===== src/sv/giba_pkg.sv =====
package giba_pkg;
	localparam int MaxBoxes = 32;
	localparam int IdxW = $clog2(MaxBoxes);
	localparam int CntW = $clog2(MaxBoxes + 1);
	localparam logic [10:0] UnmatchedProb = 11'd563;
	localparam logic [10:0] ThrReset = 11'd102;
	localparam logic [14:0] LimReset = 15'd1280;

	typedef enum logic [1:0] {
		ACT_NEW   = 2'd0,
		ACT_LOAD  = 2'd1,
		ACT_QUERY = 2'd2
	} action_t;

	localparam logic CFG_THR = 1'b0;
	localparam logic CFG_LIM = 1'b1;

	typedef struct packed {
		logic        start;
		logic [33:0] dividend;
		logic [33:0] divisor;
	} div_req_t;

	typedef struct packed {
		logic        done;
		logic [10:0] quotient;
	} div_rsp_t;
endpackage


===== src/sv/giba_div.sv =====
// Restoring divider: floor(dividend * 1024 / divisor) for dividend <= divisor,
// one quotient bit per cycle; done pulses as the last bit is registered.
module giba_div (
	input  logic                clk,
	input  logic                arst_n,
	input  giba_pkg::div_req_t  req,
	output giba_pkg::div_rsp_t  rsp
);
	logic [34:0] rem_q;
	logic [33:0] dvs_q;
	logic [10:0] quo_q;
	logic [3:0]  cnt_q;
	logic        busy_q;
	logic        done_q;
	logic [35:0] trial;
	logic        qbit;
	logic [34:0] rem_nx;

	assign trial  = {1'b0, rem_q} - {2'd0, dvs_q};
	assign qbit   = !trial[35];
	assign rem_nx = qbit ? trial[34:0] : rem_q;

	always_ff @(posedge clk or negedge arst_n) begin
		if (!arst_n) begin
			busy_q <= 1'b0;
			done_q <= 1'b0;
			cnt_q  <= '0;
			rem_q  <= '0;
			quo_q  <= '0;
			dvs_q  <= '0;
		end else begin
			done_q <= busy_q && !req.start && cnt_q == 4'd10;
			if (req.start) begin
				busy_q <= 1'b1;
				cnt_q  <= 4'd0;
				rem_q  <= {1'b0, req.dividend};
				quo_q  <= '0;
				dvs_q  <= req.divisor;
			end else if (busy_q) begin
				// remainder stays below the divisor, so the shift never overflows
				cnt_q <= cnt_q + 4'd1;
				quo_q <= {quo_q[9:0], qbit};
				rem_q <= {rem_nx[33:0], 1'b0};
				if (cnt_q == 4'd10) busy_q <= 1'b0;
			end
		end
	end

	assign rsp = '{done: done_q, quotient: quo_q};
endmodule


===== config.mk =====
export PLATFORM = sky130hd
export DESIGN_NAME = giba_div
export DESIGN_NICKNAME = d
export VERILOG_FILES = /design/src/sv/giba_pkg.sv /design/src/sv/giba_div.sv
export SDC_FILE = /design/constraint.sdc
export NUM_CORES = 1
export LEC_CHECK = 0
export CAP_MARGIN = 15
export CORE_UTILIZATION = 55
export CTS_CLUSTER_SIZE = 12
export DETAILED_ROUTE_END_ITERATION = 6
export DONT_BUFFER_PORTS = 1
export PLACE_DENSITY = 0.74
export SLEW_MARGIN = 40
export SYNTH_ARGS = -nofsm -noshare
export SYNTH_HDL_FRONTEND = slang
export SYNTH_SLANG_ARGS = --single-unit

===== constraint.sdc =====
create_clock -name clk -period 4.9 [get_ports clk]
set_clock_uncertainty 0.2 [all_clocks]
set_input_delay 0.735 -clock clk [delete_from_list [all_inputs] [get_ports clk]]
set_output_delay 0.735 -clock clk [all_outputs]
set_load 0.05 [all_outputs]

==> impl_metrics.json <==
{
  "yosys_warnings": 0,
  "worst_pin_slew_ns": 0.732,
  "switchingPower_mw": 1.61,
  "nFillCells": 860,
  "place.detailed.hpwl_um": 8660,
  "die_y_um": 103,
  "grt_pass1_vias": 4192,
  "fin_hold_ws_ns": 0.0623,
  "die_width_um": 103,
  "clockRootBuffer": "clkbuf_8",
  "cp.required_ns": 4.95,
  "stdcell_count": 775,
  "cts.sinks": 86,
  "synth_flop_cell": "dfrtp_1",
  "wire_per_inst_um": 15.8,
  "cts_htree_levels": 3,
  "io_pins": 83,
  "grt_antenna_before_repair": 0,
  "grtUsageTotal_pct": 24.1,
  "critical_path.max_fanout": 4,
  "critPathMaxStageDelay_ns": 0.41,
  "yosysSeqAreaShare_pct": 38.1,
  "rsz0062_at_grt": "no",
  "rows": 36,
  "insertion_delay_ns": 0.38,
  "drive_above_1_share_pct": 5.30,
  "synth_seq_cells": 86,
  "slew_viol_final": 0,
  "setup-tns-final_ns": 0,
  "initial_core_util_pct": 57.3,
  "worstSetupPathType": "flip-flop to flip-flop",
  "overflow": 0,
  "power_frac_clock_pct": 15.0,
  "fin_nets": 745,
  "synth_edf_count": 0,
  "max_slew_margin_pct": 51.2,
  "setup_viol": 0,
  "peakVddDrop_v": 0.000289,
  "syn_to_final_growth_pct": 4.78,
  "cts.clk_slew.worst_paths_ns": 0.10,
  "die_area_um2": 10700,
  "synth_nets": 766,
  "ctsResizeCount": 0,
  "drtIter0Drc": 200,
  "status": "finished, final reports clean",
  "grt_max_degree": 153,
  "syn_area_um2": 5660,
  "numCtsBuffers": 9,
  "comb_power_share_pct": 56.6,
  "insertedDiodeCount": 0,
  "drt_wl_total_um": 12300,
  "place_congestion": 0.937,
  "cp-start-kind": "flip-flop",
  "synthArstFlopShare_pct": 100,
  "endpoint_kind": "flip-flop",
  "maxCapViolations": 0,
  "drt_pass1_iterations": 5,
  "cp.arrival_ns": 3.42,
  "port_buffers": 0,
  "clock.fmax_mhz": 297,
  "cpMostUsedCell": "a21o_1",
  "critical_path.cell_chain": "inv_1 > ha_1 > inv_1 > fa_1 > a21o_1 > a221o_1 > a21o_1 > o21ai_0 > a21o_1 > a21oi_1 > a31oi_1 > xnor2_1 > o221ai_1",
  "final.min_clock_period_ns": 3.37,
  "core_area_um2": 9860,
  "ys_types": 60,
  "grt_pass1_wl_um": 19900,
  "timing.final.crit_share_pct": 68.8,
  "cts_tree": "done",
  "avgSynthCellArea_um2": 8.59,
  "drcViolationCount": 0,
  "hold_viol_final": 0,
  "p_per_area_nw_per_um2": 617,
  "synth_cells": 658,
  "leakage_nw": 2.73,
  "finalPower_mw": 3.65,
  "drt-vias-per-instance": 5.81,
  "ant_nets": 0,
  "internal-power_mw": 2.04,
  "sequentialPowerShare_pct": 28.4,
  "p_sw_share_pct": 44.0,
  "hp-class": "primary input to asynchronous set/reset pin",
  "slowest_stage": "fa_1",
  "vias": 4505,
  "cts.path.max_buffers": 2,
  "dp.cells": 758
}
[routing by layer]
layer  track usage [%]  wire (um)  up-vias
li1                  -          -     2270
met1              32.6       5760     2116
met2              37.7       5620       97
met3              4.70        632       22
met4              10.3        266        0
met5                 0          0        -
[per-stage QoR]
step | util (%) | instance area (um2) | setup slack, ns
after global routing | 60.1 | 5930 | 1.33
after floorplan | - | 5660 | 1.89
final | 60.1 | 5930 | 1.53
after CTS | 60.1 | 5930 | 1.55
after global placement | 57.6 | 5680 | 1.66
after detailed placement | 57.6 | 5690 | 1.58
[placed cells by master (no fill, tap or decap), types with 4 or more instances in the layout]
master	count
o21ai_0	87
dfrtp_1	85
nand2_1	84
a21oi_1	56
inv_1	46
ha_1	36
nor2_1	29
nor3b_1	27
mux2i_1	22
xnor2_1	19
a21o_1	16
xor2_1	13
a31oi_1	13
clkbuf_8	10
nor2b_1	8
o21bai_1	7
nand3_1	7
nand4_1	6
o22ai_1	5
o221ai_1	4
[cell families (layout without fill, tap and decap cells)]
| group | Yosys count | in the layout | synth area share (%) |
|---|---|---|---|
| buffers and inverters | 82 | 66 | 5.93 |
| adder cells (fa/ha/maj) | 37 | 37 | 8.32 |
| XOR/XNOR | 32 | 32 | 4.96 |
| multiplexers | 24 | 24 | 4.29 |
| AO/OA/AOI/OAI | 215 | 215 | 22.5 |
| flip-flops | 86 | 86 | 38.1 |
| AND/OR/NAND/NOR | 182 | 182 | 16.0 |
[layout make-up]
| class | instances | area, um2 | share of cell area (%) |
|---|---|---|---|
| flip-flops and latches | 86 | 2160 | 36.4 |
| clock inverters | 6 | 75.1 | 1.27 |
| inverters | 46 | 173 | 2.91 |
| repair buffers | 4 | 50.0 | 0.845 |
| well taps | 133 | 166 | 2.81 |
| multi-input cells | 490 | 3170 | 53.5 |
| clock buffers | 10 | 138 | 2.32 |
[worst max-delay path: cells and delay by family, from the launching register on]
| kind | cells | cell delay, ns |
|---|---|---|
| buffers and inverters | 2 | 0.13 |
| XOR/XNOR | 1 | 0.16 |
| flip-flops | 1 | 0.39 |
| AO/OA/AOI/OAI | 8 | 1.80 |
| adder cells (fa/ha/maj) | 2 | 0.56 |
[worst paths after layout]
check | cells after the start | slack, ns | end | from
setup / recovery | 13 | 1.53 | rem_q[27]$_DFFE_PN0P_ | rem_q[0]$_DFFE_PN0P_
max in group asynchronous | 1 | 4.07 | busy_q$_DFF_PN0_ | arst_n
min in group clk | 1 | 0.22 | cnt_q[0]$_DFFE_PN0P_ | req[68]
hold reg to reg | 1 | 0.33 | dvs_q[0]$_DFFE_PN0P_ | dvs_q[0]$_DFFE_PN0P_
setup reg to reg | 13 | 1.53 | rem_q[27]$_DFFE_PN0P_ | rem_q[0]$_DFFE_PN0P_
hold / removal | 1 | 0.06 | rem_q[13]$_DFFE_PN0P_ | arst_n
[registers in the layout, indices dropped and copies added (netlist names)]
signal  cells
cnt_q       4
quo_q      11
busy_q      1
done_q      1
dvs_q      34
rem_q      35
[power by group through the flow]
| stage | Combinational (mW) | Clock [mW] | Sequential, mW |
|---|---|---|---|
| after CTS | 2.07 | 0.559 | 1.04 |
| after detailed placement | 2.04 | 0 | 1.05 |
| after floorplan | 1.73 | 0 | 1.01 |
| after global placement | 1.99 | 0 | 1.04 |
| after global routing | 2.34 | 0.588 | 1.06 |
| final | 2.07 | 0.548 | 1.04 |
[synth_stat cells (3+ instances only)]
cell      count  area share, %
o21ai_0      87            7.7
dfrtp_1      86             38
nand2_1      84            5.6
a21oi_1      56            5.0
inv_1        46            3.1
ha_1         36            8.0
nor2_1       29            1.9
nor3b_1      27            3.6
clkbuf_1     25            1.7
mux2i_1      22            3.9
xnor2_1      19            2.9
a21o_1       16            2.1
a31oi_1      13            1.4
xor2_1       13            2.0
nor2b_1       8           0.88
nand3_1       7           0.62
o21bai_1      7           0.93
nand4_1       6           0.66
buf_1         5           0.33
o22ai_1       5           0.55
o221ai_1      4           0.62
buf_4         3           0.40
nand2b_1      3           0.33
o211ai_1      3           0.40
o21a_1        3           0.40
[what timing repair did]
| action | CTS | global route |
|---|---|---|
| hold buffers | 1 | 0 |
| buffers inserted | 0 | 0 |
| endpoints found under the hold margin | 86 | 0 |
| endpoints found under the setup margin | 0 | 0 |
No activity file was read; power rests on OpenSTA's default activity.
